`src/rtl/core/mwlfo_pkg.sv`:
```
`timescale 1ns / 1ps
package mwlfo_pkg;

  // value format: signed, FRAC_BITS fraction bits
  localparam int FRAC_BITS  = 20;
  localparam int VAL_BITS   = FRAC_BITS + 4;
  localparam int MAX_BLOCK  = 24;
  localparam int LEN_W      = 5;
  localparam int STEP_W     = 21;
  localparam int SEED_W     = 32;
  localparam int WAVE_W     = 3;
  localparam int CFG_IDX_W  = 2;
  localparam int CFG_DATA_W = 32;

  // noise generator: 32 steps per draw, 8 steps per cycle
  localparam int RAND_CYCLES = 4;
  // restoring divider: one quotient bit per cycle
  localparam int DIV_BITS    = VAL_BITS + 1;
  localparam int CNT_W       = 5;

  localparam logic [SEED_W-1:0] LFSR_TAPS = 32'h8020_0003;

  localparam logic signed [VAL_BITS-1:0] ONE  = VAL_BITS'(1 << FRAC_BITS);
  localparam logic signed [VAL_BITS-1:0] VMAX = VAL_BITS'((1 << (VAL_BITS - 1)) - 1);
  localparam logic signed [VAL_BITS-1:0] VMIN = VAL_BITS'(1 << (VAL_BITS - 1));

  // register indexes
  localparam logic [CFG_IDX_W-1:0] CFG_WAVEFORM = 2'd0;
  localparam logic [CFG_IDX_W-1:0] CFG_STEP     = 2'd1;
  localparam logic [CFG_IDX_W-1:0] CFG_SEED     = 2'd2;

  // waveform codes
  localparam logic [WAVE_W-1:0] WAVE_SINE     = 3'd0;
  localparam logic [WAVE_W-1:0] WAVE_TRIANGLE = 3'd1;
  localparam logic [WAVE_W-1:0] WAVE_SAW_UP   = 3'd2;
  localparam logic [WAVE_W-1:0] WAVE_SAW_DOWN = 3'd3;
  localparam logic [WAVE_W-1:0] WAVE_RECT     = 3'd4;
  localparam logic [WAVE_W-1:0] WAVE_HOLD     = 3'd5;

  typedef logic signed [VAL_BITS-1:0] val_t;

  typedef struct packed {
    logic             reset_level;
    logic [LEN_W-1:0] block_len;
  } in_t;

  typedef struct packed {
    logic signed [VAL_BITS-1:0] sample;
    logic                       last;
  } out_t;

  // controller to datapath
  typedef struct packed {
    logic load;
    logic trig;
    logic quad;
    logic rand_step;
    logic rand_done;
    logic mul;
    logic upd;
    logic div_start;
    logic div_step;
    logic emit;
    logic fin;
  } cmd_t;

  // datapath to controller
  typedef struct packed {
    logic in_empty;
    logic draw_pending;
    logic out_free;
    logic last_sample;
  } sts_t;

endpackage

```
`src/rtl/core/mwlfo_ctrl.sv`:
```
`timescale 1ns / 1ps
module mwlfo_ctrl (
  input  logic              clk_i,
  input  logic              rst_ni,
  input  logic              in_valid_i,
  output logic              in_stall_o,
  input  mwlfo_pkg::sts_t   sts_i,
  output mwlfo_pkg::cmd_t   cmd_o
);

  localparam logic [3:0] S_IDLE = 4'd0;
  localparam logic [3:0] S_TRIG = 4'd1;
  localparam logic [3:0] S_QUAD = 4'd2;
  localparam logic [3:0] S_RAND = 4'd3;
  localparam logic [3:0] S_MUL  = 4'd4;
  localparam logic [3:0] S_UPD  = 4'd5;
  localparam logic [3:0] S_DSET = 4'd6;
  localparam logic [3:0] S_DIV  = 4'd7;
  localparam logic [3:0] S_EMIT = 4'd8;
  localparam logic [3:0] S_FIN  = 4'd9;

  logic [3:0] state_q, state_d;
  logic [mwlfo_pkg::CNT_W-1:0] cnt_q, cnt_d;

  // sequencer
  always_comb begin
    state_d    = state_q;
    cnt_d      = cnt_q;
    cmd_o      = '0;
    in_stall_o = 1'b1;
    case (state_q)
      S_IDLE: begin
        in_stall_o = 1'b0;
        if (in_valid_i) begin
          cmd_o.load = 1'b1;
          if (!sts_i.in_empty) state_d = S_TRIG;
        end
      end
      S_TRIG: begin
        cmd_o.trig = 1'b1;
        state_d    = S_QUAD;
      end
      S_QUAD: begin
        cmd_o.quad = 1'b1;
        cnt_d      = '0;
        state_d    = sts_i.draw_pending ? S_RAND : S_MUL;
      end
      S_RAND: begin
        cmd_o.rand_step = 1'b1;
        cnt_d           = cnt_q + 1'b1;
        if (cnt_q == mwlfo_pkg::CNT_W'(mwlfo_pkg::RAND_CYCLES - 1)) begin
          cmd_o.rand_done = 1'b1;
          state_d         = S_MUL;
        end
      end
      S_MUL: begin
        cmd_o.mul = 1'b1;
        state_d   = S_UPD;
      end
      S_UPD: begin
        cmd_o.upd = 1'b1;
        state_d   = S_DSET;
      end
      S_DSET: begin
        cmd_o.div_start = 1'b1;
        cnt_d           = '0;
        state_d         = S_DIV;
      end
      S_DIV: begin
        cmd_o.div_step = 1'b1;
        cnt_d          = cnt_q + 1'b1;
        if (cnt_q == mwlfo_pkg::CNT_W'(mwlfo_pkg::DIV_BITS - 1)) state_d = S_EMIT;
      end
      S_EMIT: begin
        if (sts_i.out_free) begin
          cmd_o.emit = 1'b1;
          if (sts_i.last_sample) state_d = S_FIN;
        end
      end
      S_FIN: begin
        cmd_o.fin = 1'b1;
        state_d   = S_IDLE;
      end
      default: state_d = S_IDLE;
    endcase
  end

  always_ff @(posedge clk_i or negedge rst_ni) begin
    if (!rst_ni) begin
      state_q <= S_IDLE;
      cnt_q   <= '0;
    end else begin
      state_q <= state_d;
      cnt_q   <= cnt_d;
    end
  end

  // a sample is only loaded into a free output slot
  a_emit_free: assert property (@(posedge clk_i) disable iff (!rst_ni)
    cmd_o.emit |-> sts_i.out_free)
    else $error("sample loaded into occupied output slot");

  // the block closes only right after its last sample
  a_fin_after_last: assert property (@(posedge clk_i) disable iff (!rst_ni)
    cmd_o.fin |-> $past(cmd_o.emit && sts_i.last_sample))
    else $error("block closed without last sample");

  // no sample goes out right after the divide starts
  a_div_before_emit: assert property (@(posedge clk_i) disable iff (!rst_ni)
    cmd_o.div_start |=> !cmd_o.emit)
    else $error("sample emitted before divide finished");

endmodule

```
`src/rtl/core/mwlfo_dp.sv`:
```
`timescale 1ns / 1ps
module mwlfo_dp (
  input  logic                                  clk_i,
  input  logic                                  rst_ni,
  input  logic                                  cfg_we_i,
  input  logic [mwlfo_pkg::CFG_IDX_W-1:0]       cfg_idx_i,
  input  logic [mwlfo_pkg::CFG_DATA_W-1:0]      cfg_data_i,
  input  mwlfo_pkg::in_t                        in_data_i,
  output logic                                  out_valid_o,
  input  logic                                  out_stall_i,
  output mwlfo_pkg::out_t                       out_data_o,
  input  mwlfo_pkg::cmd_t                       cmd_i,
  output mwlfo_pkg::sts_t                       sts_o
);

  localparam int VB = mwlfo_pkg::VAL_BITS;
  localparam int DB = mwlfo_pkg::DIV_BITS;
  localparam int PW = 2 * VB + 2;
  localparam int NC = 5;
  localparam logic [2:0] IDX_SINE  = 3'd0;
  localparam logic [2:0] IDX_SAW   = 3'd1;
  localparam logic [2:0] IDX_HOLD  = 3'd2;
  localparam logic [2:0] IDX_PHASE = 3'd3;
  localparam logic [2:0] IDX_RECT  = 3'd4;

  localparam logic [mwlfo_pkg::CFG_IDX_W-1:0] CFG_WAVE_SEL = mwlfo_pkg::CFG_WAVEFORM;
  localparam logic [mwlfo_pkg::CFG_IDX_W-1:0] CFG_STEP_SEL = mwlfo_pkg::CFG_STEP;
  localparam logic [mwlfo_pkg::CFG_IDX_W-1:0] CFG_SEED_SEL = mwlfo_pkg::CFG_SEED;

  function automatic mwlfo_pkg::val_t sat32(input logic signed [31:0] v);
    if (v > 32'(mwlfo_pkg::VMAX)) return mwlfo_pkg::VMAX;
    if (v < 32'(mwlfo_pkg::VMIN)) return mwlfo_pkg::VMIN;
    return VB'(v);
  endfunction

  function automatic logic [mwlfo_pkg::SEED_W-1:0] lfsr_adv8(
    input logic [mwlfo_pkg::SEED_W-1:0] s);
    logic [mwlfo_pkg::SEED_W-1:0] r;
    r = s;
    for (int n = 0; n < 8; n++) begin
      if (r[0]) r = (r >> 1) ^ mwlfo_pkg::LFSR_TAPS;
      else r = r >> 1;
    end
    return r;
  endfunction

  // configuration registers
  logic [mwlfo_pkg::WAVE_W-1:0] wave_q;
  logic [mwlfo_pkg::STEP_W-1:0] step_q;

  // oscillator state
  mwlfo_pkg::val_t phase_q, delta_q, saw_q, rect_q, hold_q, sine_q;
  logic [1:0]      quarter_q;
  logic            trig_seen_q;
  logic [mwlfo_pkg::SEED_W-1:0] lfsr_q;
  mwlfo_pkg::val_t cur_q [NC];

  // block working registers
  logic                        level_q;
  logic [mwlfo_pkg::LEN_W-1:0] k_q, i_q;
  logic signed [PW-1:0]        prod_q;
  mwlfo_pkg::val_t             csel_q;
  logic                        neg_q;
  logic [DB-1:0]               num_q, acc_q;
  logic [5:0]                  rem_q, racc_q;

  logic     out_valid_q;
  mwlfo_pkg::out_t out_q;

  mwlfo_pkg::val_t step_s, tgt [NC];
  logic [mwlfo_pkg::LEN_W-1:0] k_in;
  logic draw_cond;
  logic [mwlfo_pkg::SEED_W-1:0] lfsr_nx;
  logic signed [VB-1:0] pa;
  logic signed [VB+1:0] pb;
  logic signed [PW-1:0] prod_d;
  logic [PW-1:0] pmag;
  logic [PW-1:0] pround;
  logic signed [31:0] rnd_s, saw_sum, ph_sum;
  logic [2:0] sel;
  logic signed [VB:0] diff;
  logic [5:0] dt;
  logic [5:0] rs;
  logic [DB-1:0] qn;
  logic [5:0] rn;
  logic signed [31:0] v, vo;

  assign step_s = VB'({3'b000, step_q});
  assign k_in   = (in_data_i.block_len > mwlfo_pkg::LEN_W'(mwlfo_pkg::MAX_BLOCK)) ?
                  mwlfo_pkg::LEN_W'(mwlfo_pkg::MAX_BLOCK) : in_data_i.block_len;

  assign tgt[IDX_SINE]  = sine_q;
  assign tgt[IDX_SAW]   = saw_q;
  assign tgt[IDX_HOLD]  = hold_q;
  assign tgt[IDX_PHASE] = phase_q;
  assign tgt[IDX_RECT]  = rect_q;

  // half-period crossing that calls for a new random value
  assign draw_cond = !(phase_q >= mwlfo_pkg::ONE) && !(phase_q <= -mwlfo_pkg::ONE) &&
                     ((quarter_q == 2'd1 && phase_q < 0) ||
                      (quarter_q == 2'd3 && phase_q > 0));

  assign lfsr_nx = lfsr_adv8(lfsr_q);

  // parabolic sine product, 24 by 26 bits
  assign pa = phase_q;
  assign pb = (quarter_q < 2'd2) ? ((VB + 2)'(2 * mwlfo_pkg::ONE) - (VB + 2)'(pa))
                                 : ((VB + 2)'(2 * mwlfo_pkg::ONE) + (VB + 2)'(pa));
  assign prod_d = pa * pb;

  // round to nearest by ONE, ties away from zero
  assign pmag   = prod_q[PW-1] ? PW'(-prod_q) : PW'(prod_q);
  assign pround = (pmag + PW'(1 << (mwlfo_pkg::FRAC_BITS - 1))) >> mwlfo_pkg::FRAC_BITS;
  assign rnd_s  = prod_q[PW-1] ? -$signed(pround[31:0]) : $signed(pround[31:0]);
  assign saw_sum = 32'(saw_q) + 32'({12'd0, step_q[mwlfo_pkg::STEP_W-1:1]});
  assign ph_sum  = 32'(phase_q) + 32'(delta_q);

  // component that the selected waveform follows
  always_comb begin
    case (wave_q)
      mwlfo_pkg::WAVE_SINE:     sel = IDX_SINE;
      mwlfo_pkg::WAVE_TRIANGLE: sel = IDX_PHASE;
      mwlfo_pkg::WAVE_SAW_UP:   sel = IDX_SAW;
      mwlfo_pkg::WAVE_SAW_DOWN: sel = IDX_SAW;
      mwlfo_pkg::WAVE_RECT:     sel = IDX_RECT;
      mwlfo_pkg::WAVE_HOLD:     sel = IDX_HOLD;
      default:                  sel = IDX_SINE;
    endcase
  end

  assign diff = (VB + 1)'(tgt[sel]) - (VB + 1)'(cur_q[sel]);
  assign dt   = {rem_q[4:0], num_q[DB-1]};

  // incremental quotient and remainder of |d|*i + k/2 by k
  always_comb begin
    rs = racc_q + rem_q;
    qn = acc_q + num_q;
    rn = rs;
    if (rs >= 6'(k_q)) begin
      rn = rs - 6'(k_q);
      qn = qn + 1'b1;
    end
  end

  // interpolated value and waveform shaping
  always_comb begin
    v = neg_q ? (32'(csel_q) - 32'(qn)) : (32'(csel_q) + 32'(qn));
    case (wave_q)
      mwlfo_pkg::WAVE_SAW_DOWN,
      mwlfo_pkg::WAVE_RECT: vo = -v;
      mwlfo_pkg::WAVE_SINE,
      mwlfo_pkg::WAVE_TRIANGLE,
      mwlfo_pkg::WAVE_SAW_UP,
      mwlfo_pkg::WAVE_HOLD: vo = v;
      default: vo = '0;
    endcase
  end

  assign sts_o.in_empty     = (in_data_i.block_len == '0);
  assign sts_o.draw_pending = draw_cond;
  assign sts_o.out_free     = !out_valid_q || !out_stall_i;
  assign sts_o.last_sample  = (i_q == k_q);

  // configuration, trigger, quarter, noise, waveform and previous-target state
  always_ff @(posedge clk_i or negedge rst_ni) begin
    if (!rst_ni) begin
      wave_q      <= mwlfo_pkg::WAVE_SINE;
      step_q      <= mwlfo_pkg::STEP_W'(4096);
      lfsr_q      <= mwlfo_pkg::SEED_W'(1);
      phase_q     <= '0;
      delta_q     <= mwlfo_pkg::val_t'(4096);
      quarter_q   <= 2'd0;
      trig_seen_q <= 1'b0;
      saw_q       <= -mwlfo_pkg::ONE;
      rect_q      <= '0;
      hold_q      <= '0;
      sine_q      <= '0;
      for (int j = 0; j < NC; j++) cur_q[j] <= '0;
    end else begin
      if (cfg_we_i) begin
        case (cfg_idx_i)
          CFG_WAVE_SEL: wave_q <= cfg_data_i[mwlfo_pkg::WAVE_W-1:0];
          CFG_STEP_SEL: step_q <= cfg_data_i[mwlfo_pkg::STEP_W-1:0];
          CFG_SEED_SEL: lfsr_q <= (cfg_data_i == '0) ? mwlfo_pkg::SEED_W'(1)
                                                       : cfg_data_i;
          default: ;
        endcase
      end
      if (cmd_i.trig) begin
        trig_seen_q <= level_q;
        if (!trig_seen_q && level_q) begin
          phase_q   <= '0;
          quarter_q <= 2'd0;
          delta_q   <= step_s;
          rect_q    <= -mwlfo_pkg::ONE;
          sine_q    <= '0;
        end
      end
      if (cmd_i.quad) begin
        if (phase_q >= mwlfo_pkg::ONE) begin
          quarter_q <= 2'd1;
          delta_q   <= -step_s;
        end else if (phase_q <= -mwlfo_pkg::ONE) begin
          quarter_q <= 2'd3;
          delta_q   <= step_s;
        end else if (quarter_q == 2'd1 && phase_q < 0) begin
          quarter_q <= 2'd2;
          rect_q    <= mwlfo_pkg::ONE;
        end else if (quarter_q == 2'd3 && phase_q > 0) begin
          quarter_q <= 2'd0;
          rect_q    <= -mwlfo_pkg::ONE;
          saw_q     <= -mwlfo_pkg::ONE;
        end
      end
      if (cmd_i.rand_step) lfsr_q <= lfsr_nx;
      if (cmd_i.rand_done) begin
        hold_q <= VB'({3'b000, lfsr_nx[mwlfo_pkg::SEED_W-1 -: mwlfo_pkg::FRAC_BITS + 1]})
                  - mwlfo_pkg::ONE;
      end
      if (cmd_i.upd) begin
        sine_q  <= sat32(rnd_s);
        saw_q   <= sat32(saw_sum);
        phase_q <= sat32(ph_sum);
      end
      if (cmd_i.fin) begin
        for (int j = 0; j < NC; j++) cur_q[j] <= tgt[j];
      end
    end
  end

  // block working registers: block inputs, product, divider, sample counter, output data
  always_ff @(posedge clk_i) begin
    if (cmd_i.load) begin
      level_q <= in_data_i.reset_level;
      k_q     <= k_in;
    end
    if (cmd_i.mul) prod_q <= prod_d;
    if (cmd_i.div_start) begin
      csel_q <= cur_q[sel];
      neg_q  <= diff[VB];
      num_q  <= diff[VB] ? DB'(-diff) : DB'(diff);
      rem_q  <= '0;
    end
    if (cmd_i.div_step) begin
      if (dt >= 6'(k_q)) begin
        rem_q <= dt - 6'(k_q);
        num_q <= {num_q[DB-2:0], 1'b1};
      end else begin
        rem_q <= dt;
        num_q <= {num_q[DB-2:0], 1'b0};
      end
      acc_q  <= '0;
      racc_q <= 6'(k_q >> 1);
      i_q    <= mwlfo_pkg::LEN_W'(1);
    end
    if (cmd_i.emit) begin
      acc_q  <= qn;
      racc_q <= rn;
      i_q    <= i_q + 1'b1;
      out_q.sample <= sat32(vo);
      out_q.last   <= (i_q == k_q);
    end
  end

  // output register
  always_ff @(posedge clk_i or negedge rst_ni) begin
    if (!rst_ni) begin
      out_valid_q <= 1'b0;
    end else if (cmd_i.emit) begin
      out_valid_q <= 1'b1;
    end else if (!out_stall_i) begin
      out_valid_q <= 1'b0;
    end
  end

  assign out_valid_o = out_valid_q;
  assign out_data_o  = out_q;

endmodule

```
`src/rtl/core/multiwave_lfo_block_interp.sv`:
```
`timescale 1ns / 1ps
// Block-rate low-frequency oscillator with six waveforms (parabolic sine, triangle,
// rising saw, falling saw, rectangle, sample-and-hold) in signed Q3.20. Each input
// transaction is one control block; it yields block_len (at most 24) output transactions
// that step linearly from the previous target to the new one, the last flagged by last.
// The sequencer steps through trigger, quarter, the noise generator (eight LFSR steps a
// cycle, only when a half-period crossing draws a new random value), multiply, update,
// divide setup and the restoring divider by k, then emits each sample when the output
// register is free, and closes the block. A new block is taken once the previous one
// has closed, while its last sample may still wait in the output register.
module multiwave_lfo_block_interp (
  input  logic                              clk_i,
  input  logic                              rst_ni,
  input  logic                              cfg_we_i,
  input  logic [mwlfo_pkg::CFG_IDX_W-1:0]   cfg_idx_i,
  input  logic [mwlfo_pkg::CFG_DATA_W-1:0]  cfg_data_i,
  input  logic                              in_valid_i,
  output logic                              in_stall_o,
  input  mwlfo_pkg::in_t                    in_data_i,
  output logic                              out_valid_o,
  input  logic                              out_stall_i,
  output mwlfo_pkg::out_t                   out_data_o
);

  mwlfo_pkg::cmd_t cmd;
  mwlfo_pkg::sts_t sts;

  // block sequencer
  mwlfo_ctrl u_ctrl (
    .clk_i      (clk_i),
    .rst_ni     (rst_ni),
    .in_valid_i (in_valid_i),
    .in_stall_o (in_stall_o),
    .sts_i      (sts),
    .cmd_o      (cmd)
  );

  // oscillator, divider and output register
  mwlfo_dp u_dp (
    .clk_i       (clk_i),
    .rst_ni      (rst_ni),
    .cfg_we_i    (cfg_we_i),
    .cfg_idx_i   (cfg_idx_i),
    .cfg_data_i  (cfg_data_i),
    .in_data_i   (in_data_i),
    .out_valid_o (out_valid_o),
    .out_stall_i (out_stall_i),
    .out_data_o  (out_data_o),
    .cmd_i       (cmd),
    .sts_o       (sts)
  );

endmodule

```
`config.mk`:
```
export PLATFORM = sky130hd
export DESIGN_NAME = multiwave_lfo_block_interp
export DESIGN_NICKNAME = d
export VERILOG_FILES = /design/src/rtl/core/mwlfo_pkg.sv /design/src/rtl/core/mwlfo_ctrl.sv /design/src/rtl/core/mwlfo_dp.sv /design/src/rtl/core/multiwave_lfo_block_interp.sv
export SDC_FILE = /design/constraint.sdc
export NUM_CORES = 2
export LEC_CHECK = 0
export ABC_AREA = 0
export BUFFER_PORTS_ARGS = -buffer_cell sky130_fd_sc_hd__buf_2
export CORE_MARGIN = 2
export CORE_UTILIZATION = 45
export CTS_CLUSTER_DIAMETER = 60
export DETAILED_ROUTE_END_ITERATION = 8
export GPL_TIMING_DRIVEN = 0
export SETUP_SLACK_MARGIN = 0.3
export SLEW_MARGIN = 20
export SYNTH_ARGS = -nofsm -noshare
export SYNTH_HDL_FRONTEND = slang
export SYNTH_HIERARCHICAL = 1
export SYNTH_SLANG_ARGS = --single-unit
```
`constraint.sdc`:
```
create_clock -name clk_i -period 12.2 [get_ports clk_i]
set_input_delay 2.44 -clock clk_i [delete_from_list [all_inputs] [get_ports clk_i]]
set_output_delay 2.44 -clock clk_i [all_outputs]
set_load 0.03 [all_outputs]
```
### Word-level counts from Yosys, hierarchy flattened

Cells that the tools add are included.

* $add $sub $neg: 21
* multipliers: 1
* div/mod/pow operators: 0
* magnitude comparators: 17
* equal/unequal tests: 31
* shift-type cells: 0
* mux-type cells: 129
* bitwise logic cells: 9
* reductions and logical operators: 37

Operators with widths (count)
* 2-to-1 mux 24 bit: 42
* 2-to-1 mux 32 bit: 14
* 2-to-1 mux 25 bit: 6
* binary-select mux 24 bit (select 3 bit): 2
* > comparator 32 x 24 -> 1 bit, second input constant: 4
* < comparator 32 x 24 -> 1 bit, second input constant: 4
* one-hot mux 32 bit (2 select lines): 1
* adder 50 x 20 -> 50 bit, second input constant: 1
* multiplier 24 x 26 -> 50 bit: 1
* 2-to-1 mux 50 bit: 1
* negator 50 bit: 1
* 2-to-1 mux 1 bit: 36
* 2-to-1 mux 6 bit: 6
* inverter 3 -> 4 bit: 9
* one-hot mux 4 bit (9 select lines): 1
* logical NOT 32 bit: 1
* negator 30 -> 32 bit: 1
* negator 32 bit: 1
* adder 24 x 26 -> 27 bit: 1
* subtractor 24 x 26 -> 27 bit: 1
* 2-to-1 mux 26 bit: 1
* adder 23 x 24 -> 25 bit, first input constant: 1
* adder 24 x 21 -> 25 bit: 1
* adder 24 x 24 -> 25 bit: 1
* other kinds (51): 107

* register bits after elaboration: 506
* latch bits: 0
* RAM bits: 0
* ROM bits: 0
* output and inout bits: 27
* memories: 0

### Logic depth before layout (Yosys ltp)

* depth after elaboration: 17
* mapped depth: 41
* mapped depth without buffers: 39

### Cells and area by module

The synthesis kept the hierarchy.

By module, submodules not included
* mwlfo_dp: instances 1, cells each 5851, area each 55425.7 sq um, sequential area each 13161.4 sq um
* mwlfo_ctrl: instances 1, cells each 73, area each 638.1 sq um, sequential area each 225.2 sq um

### Worst setup path after synthesis

No wires, ideal clock.

* path type: register -> register
* start point: register u_dp.phase_q[0], in the netlist u_dp/pa[0]
* end point: register u_dp.prod_q[48] (data pin)
* library setup time: 0.258 ns
* data arrival time: 9.003 ns
* data required time: 11.942 ns
* path slack: 2.940 ns
* stages on the path, launching flop included: 36
* path buffers: 2
* path through: dfrtp_1 inv_1 clkbuf_1 ha_1 nand2_1 nor2_1 and3_1 nand3b_1 or4_1 o21ai_0 xnor2_1 o21ai_0 clkbuf_1 and2_1 fa_1 fa_1 fa_1 inv_1 fa_1 fa_1 fa_1 inv_1 fa_1 ha_1 a21o_1 a21oi_1 nor2b_1 a211oi_1 o21ai_0 a31oi_1 a311o_1 nand3b_1 a21o_1 a311o_1 a21oi_1 xnor2_1

* longest elaborated chain between the ends: 3
* elaborated cells between the ends (all ways): 4
* classes of those cells: add/sub: 2; mul: 1; mux: 1

RTL lines
* from (decl): line mwlfo_dp.sv:52 `mwlfo_pkg::val_t phase_q, delta_q, saw_q, rect_q, hold_q, sine_q;`
* from (signal assigned): line mwlfo_dp.sv:223 `phase_q <= sat32(ph_sum);`
* adder 23 x 24 -> 25 bit or subtractor 23 x 24 -> 25 bit (tied branches): line mwlfo_dp.sv:108, mwlfo_dp.sv:107
* 2-to-1 mux 26 bit: line mwlfo_dp.sv:107 `assign pb = (quarter_q < 2'd2) ? ((VB + 2)'(2 * mwlfo_pkg::ONE) - (VB + 2)'(pa))`
* multiplier 24 x 26 -> 50 bit (*): line mwlfo_dp.sv:109 `assign prod_d = pa * pb;`
* net u_dp.prod_d[48]: line mwlfo_dp.sv:76 `logic signed [PW-1:0] prod_d;`
* to (signal assigned): line mwlfo_dp.sv:237 `if (cmd_i.mul) prod_q <= prod_d;`
* to (decl): line mwlfo_dp.sv:61 `logic signed [PW-1:0] prod_q;`

The timed path passes the listed nets; every way through them passes the cells marked *.
A chain may end at the register's enable or synchronous reset.

### Worst setup path in the final report

Same ends and word-level chain as after synthesis.

==> impl_metrics.json <==
{
  "cts_tree": "done",
  "yosys.area.top_type": "fa_1",
  "period_share_pct": 94.1,
  "route.top_layer_used": "met4",
  "yosysUniqueCellTypes": 109,
  "synth_area_um2": 56100,
  "hp-class": "register to register",
  "cpMostUsedCell": "fa_1",
  "cts_made_buffers": 60,
  "status": "finished, final reports clean",
  "coreArea_um2": 124000,
  "cp-start-kind": "register",
  "synth.most_common_cell": "inv_1",
  "multi_input_area_um2": 38700,
  "vias_per_cell": 5.80,
  "antenna_found_initial": 9,
  "grt_pass1_wl_mm": 276,
  "root_buffer": "clkbuf_16",
  "hpwl_mm": 145,
  "synth_fp_nets": 6898,
  "rows": 129,
  "drt_iter0_markers": 4180,
  "nets": 7040,
  "die_h_um": 357,
  "initial_core_util_pct": 45.3,
  "ys_ff_latch": 500,
  "regToRegSetupSlack_ns": 0.72,
  "yosys_warnings": 6,
  "fillCellCount": 11800,
  "synth_edf_count": 173,
  "worstSetupPathType": "register to register",
  "finalMaxSlewViolations": 0,
  "max-slew-margin-rel_pct": 15.1,
  "yosysSeqAreaShare_pct": 23.9,
  "wl_met1_mm": 75.3,
  "ctsResizeCount": 2,
  "io_pins": 72,
  "worst_slew_pin_slew_ns": 1.27,
  "cts_hold_buf": 0,
  "dr.pass1.iters": 7,
  "synth_top_area_share_pct": 23.0,
  "grt_max_degree": 97,
  "period_minus_slack_ns": 11.48,
  "critical_path_peak_fanout": 10,
  "io_buffers": 71,
  "synthArstFlopShare_pct": 65.4,
  "grt_use_total_pct": 28.4,
  "rsz0062_at_grt": "yes",
  "drive_above_1_share_pct": 8.83,
  "skew_ns": 0.0351,
  "fin_hold_ws_ns": 0.505,
  "clk_pin_slew_ns": 0.06,
  "met3_length_mm": 13.0,
  "hold_viol": 0,
  "crit_arrival_ns": 11.83,
  "fp.dieArea_um2": 127000,
  "area_growth_pct": 8.58,
  "grt_pass1_vias": 45000,
  "yosys-top-cells-area": "fa_1 (23%), dfrtp_1 (14%), edfxtp_1 (9.3%), ha_1 (6.4%), inv_1 (5.1%)",
  "wire_per_inst_um": 23.0,
  "clk_latency_ns": 0.67,
  "crit_required_ns": 12.55,
  "postSynthAreaPerCell_um2": 9.46,
  "overflow": 0,
  "cp_slowest_cell": "o21ai_1",
  "yosys-top-cells-count": "inv_1 (759), fa_1 (644), nand2_1 (629)",
  "critical_path.top_delay_family": "adder cells",
  "gp_congestion": 0.976,
  "cts.sink_count": 500,
  "crit_buf_inv": 6,
  "vias": 45000,
  "crit_path_end_kind": "register",
  "fmax_ghz": 0.0871,
  "cap_violations": 0,
  "seqCellArea_um2": 13400,
  "diodes": 0,
  "drt_wl_total_mm": 178,
  "ant_nets": 0,
  "route.met2.wl_mm": 82.2,
  "cts_setup_buffers": 0,
  "post-route-drc-count": 0,
  "die_w_um": 357,
  "cts.htree.levels": 2,
  "synthFlopType": "dfrtp_1",
  "max_stage_delay_ns": 0.67,
  "setup_violations": 0,
  "netlist_instances": 5924,
  "clk_path_buf_depth": 3
}
==> final cells by class <==
class | count | area share [%]
Inverter | 759 | 4.68
Clock buffer | 77 | 2.79
Timing Repair Buffer | 80 | 0.830
Multi-Input combinational cell | 4358 | 63.6
Clock inverter | 36 | 0.734
Sequential cell | 500 | 22.0
Tap cell | 1637 | 3.36
Buffer | 307 | 2.02
==> worst paths after layout <==
check,endpoint,cells past startpoint,startpoint
max in group asynchronous,u_dp/cur_q[119],3,rst_ni
min in group asynchronous,u_dp/rect_q[5],1,rst_ni
hold / removal,u_dp/cur_q[83],1,u_dp/cur_q[83]
setup reg to reg,u_dp/prod_q[48],35,u_dp/pa[0]
setup / recovery,u_dp/prod_q[48],35,u_dp/pa[0]
hold reg to reg,u_dp/cur_q[83],1,u_dp/cur_q[83]
==> logic make-up after synthesis <==
family | Yosys count | synth area share, %
AOI/OAI and AO/OA | 1040 | 13.0
xor gates and xnor gates | 337 | 5.33
buffers and inverters | 1066 | 7.25
DFF | 500 | 23.9
adders and majority gates | 929 | 29.4
and+or+nand+nor | 1771 | 15.7
muxes | 281 | 5.50
==> worst register-to-register path: cells and delay by family (launching register included) <==
family | cells | cell delay [ns]
flip-flops | 1 | 0.48
AO/OA/AOI/OAI | 9 | 2.57
XOR/XNOR | 2 | 0.72
buffers and inverters | 6 | 1.35
AND/OR/NAND/NOR | 9 | 1.65
adder cells (fa/ha/maj) | 9 | 4.40
==> flip-flops by register name, summed over array words and instances (netlist names), 25 cells and up <==
signal and flops:
u_dp/prod_q 50, u_dp/cur_q 117, u_dp/out_data_o 25, u_dp/acc_q 25, u_dp/num_q 25, u_dp/lfsr_q 32
==> stage by stage <==
stage	setup slack [ns]	std cells	TNS, ns	utilization, %	instance area [µm²]
global route	0.202	7754	0	49.2	60900
floorplan	2.94	5924	0	-	56100
finish	0.719	7754	0	49.2	60900
global placement	0.0945	7632	0	47.3	58500
detailed placement	-0.00674	7641	-0.00674	47.4	58700
CTS	0.313	7754	0	49.2	60800
==> layer usage <==
metal,vias up,GRT usage (%)
met3,346,4.11
met4,0,11.0
met1,22600,38.7
li1,20400,-
met5,-,0
met2,1665,45.8
==> layout by cell type (no fill, tap or decap), types with 52 or more instances in the layout <==
cell type,count
a21o_1,75
a21oi_1,218
and2_1,246
buf_2,84
clkbuf_1,259
clkbuf_16,63
dfrtp_1,320
edfxtp_1,173
fa_1,644
ha_1,284
inv_1,759
mux2_2,195
mux2i_1,84
nand2_1,629
nand2b_1,52
nand3_1,135
nor2_1,290
nor3_1,78
o21ai_0,189
or3_1,53
xnor2_1,213
xor2_1,117
Power is left out: the tool's default activity adds up to more than one toggle a clock period on the data nets, which glitch-free logic cannot reach.
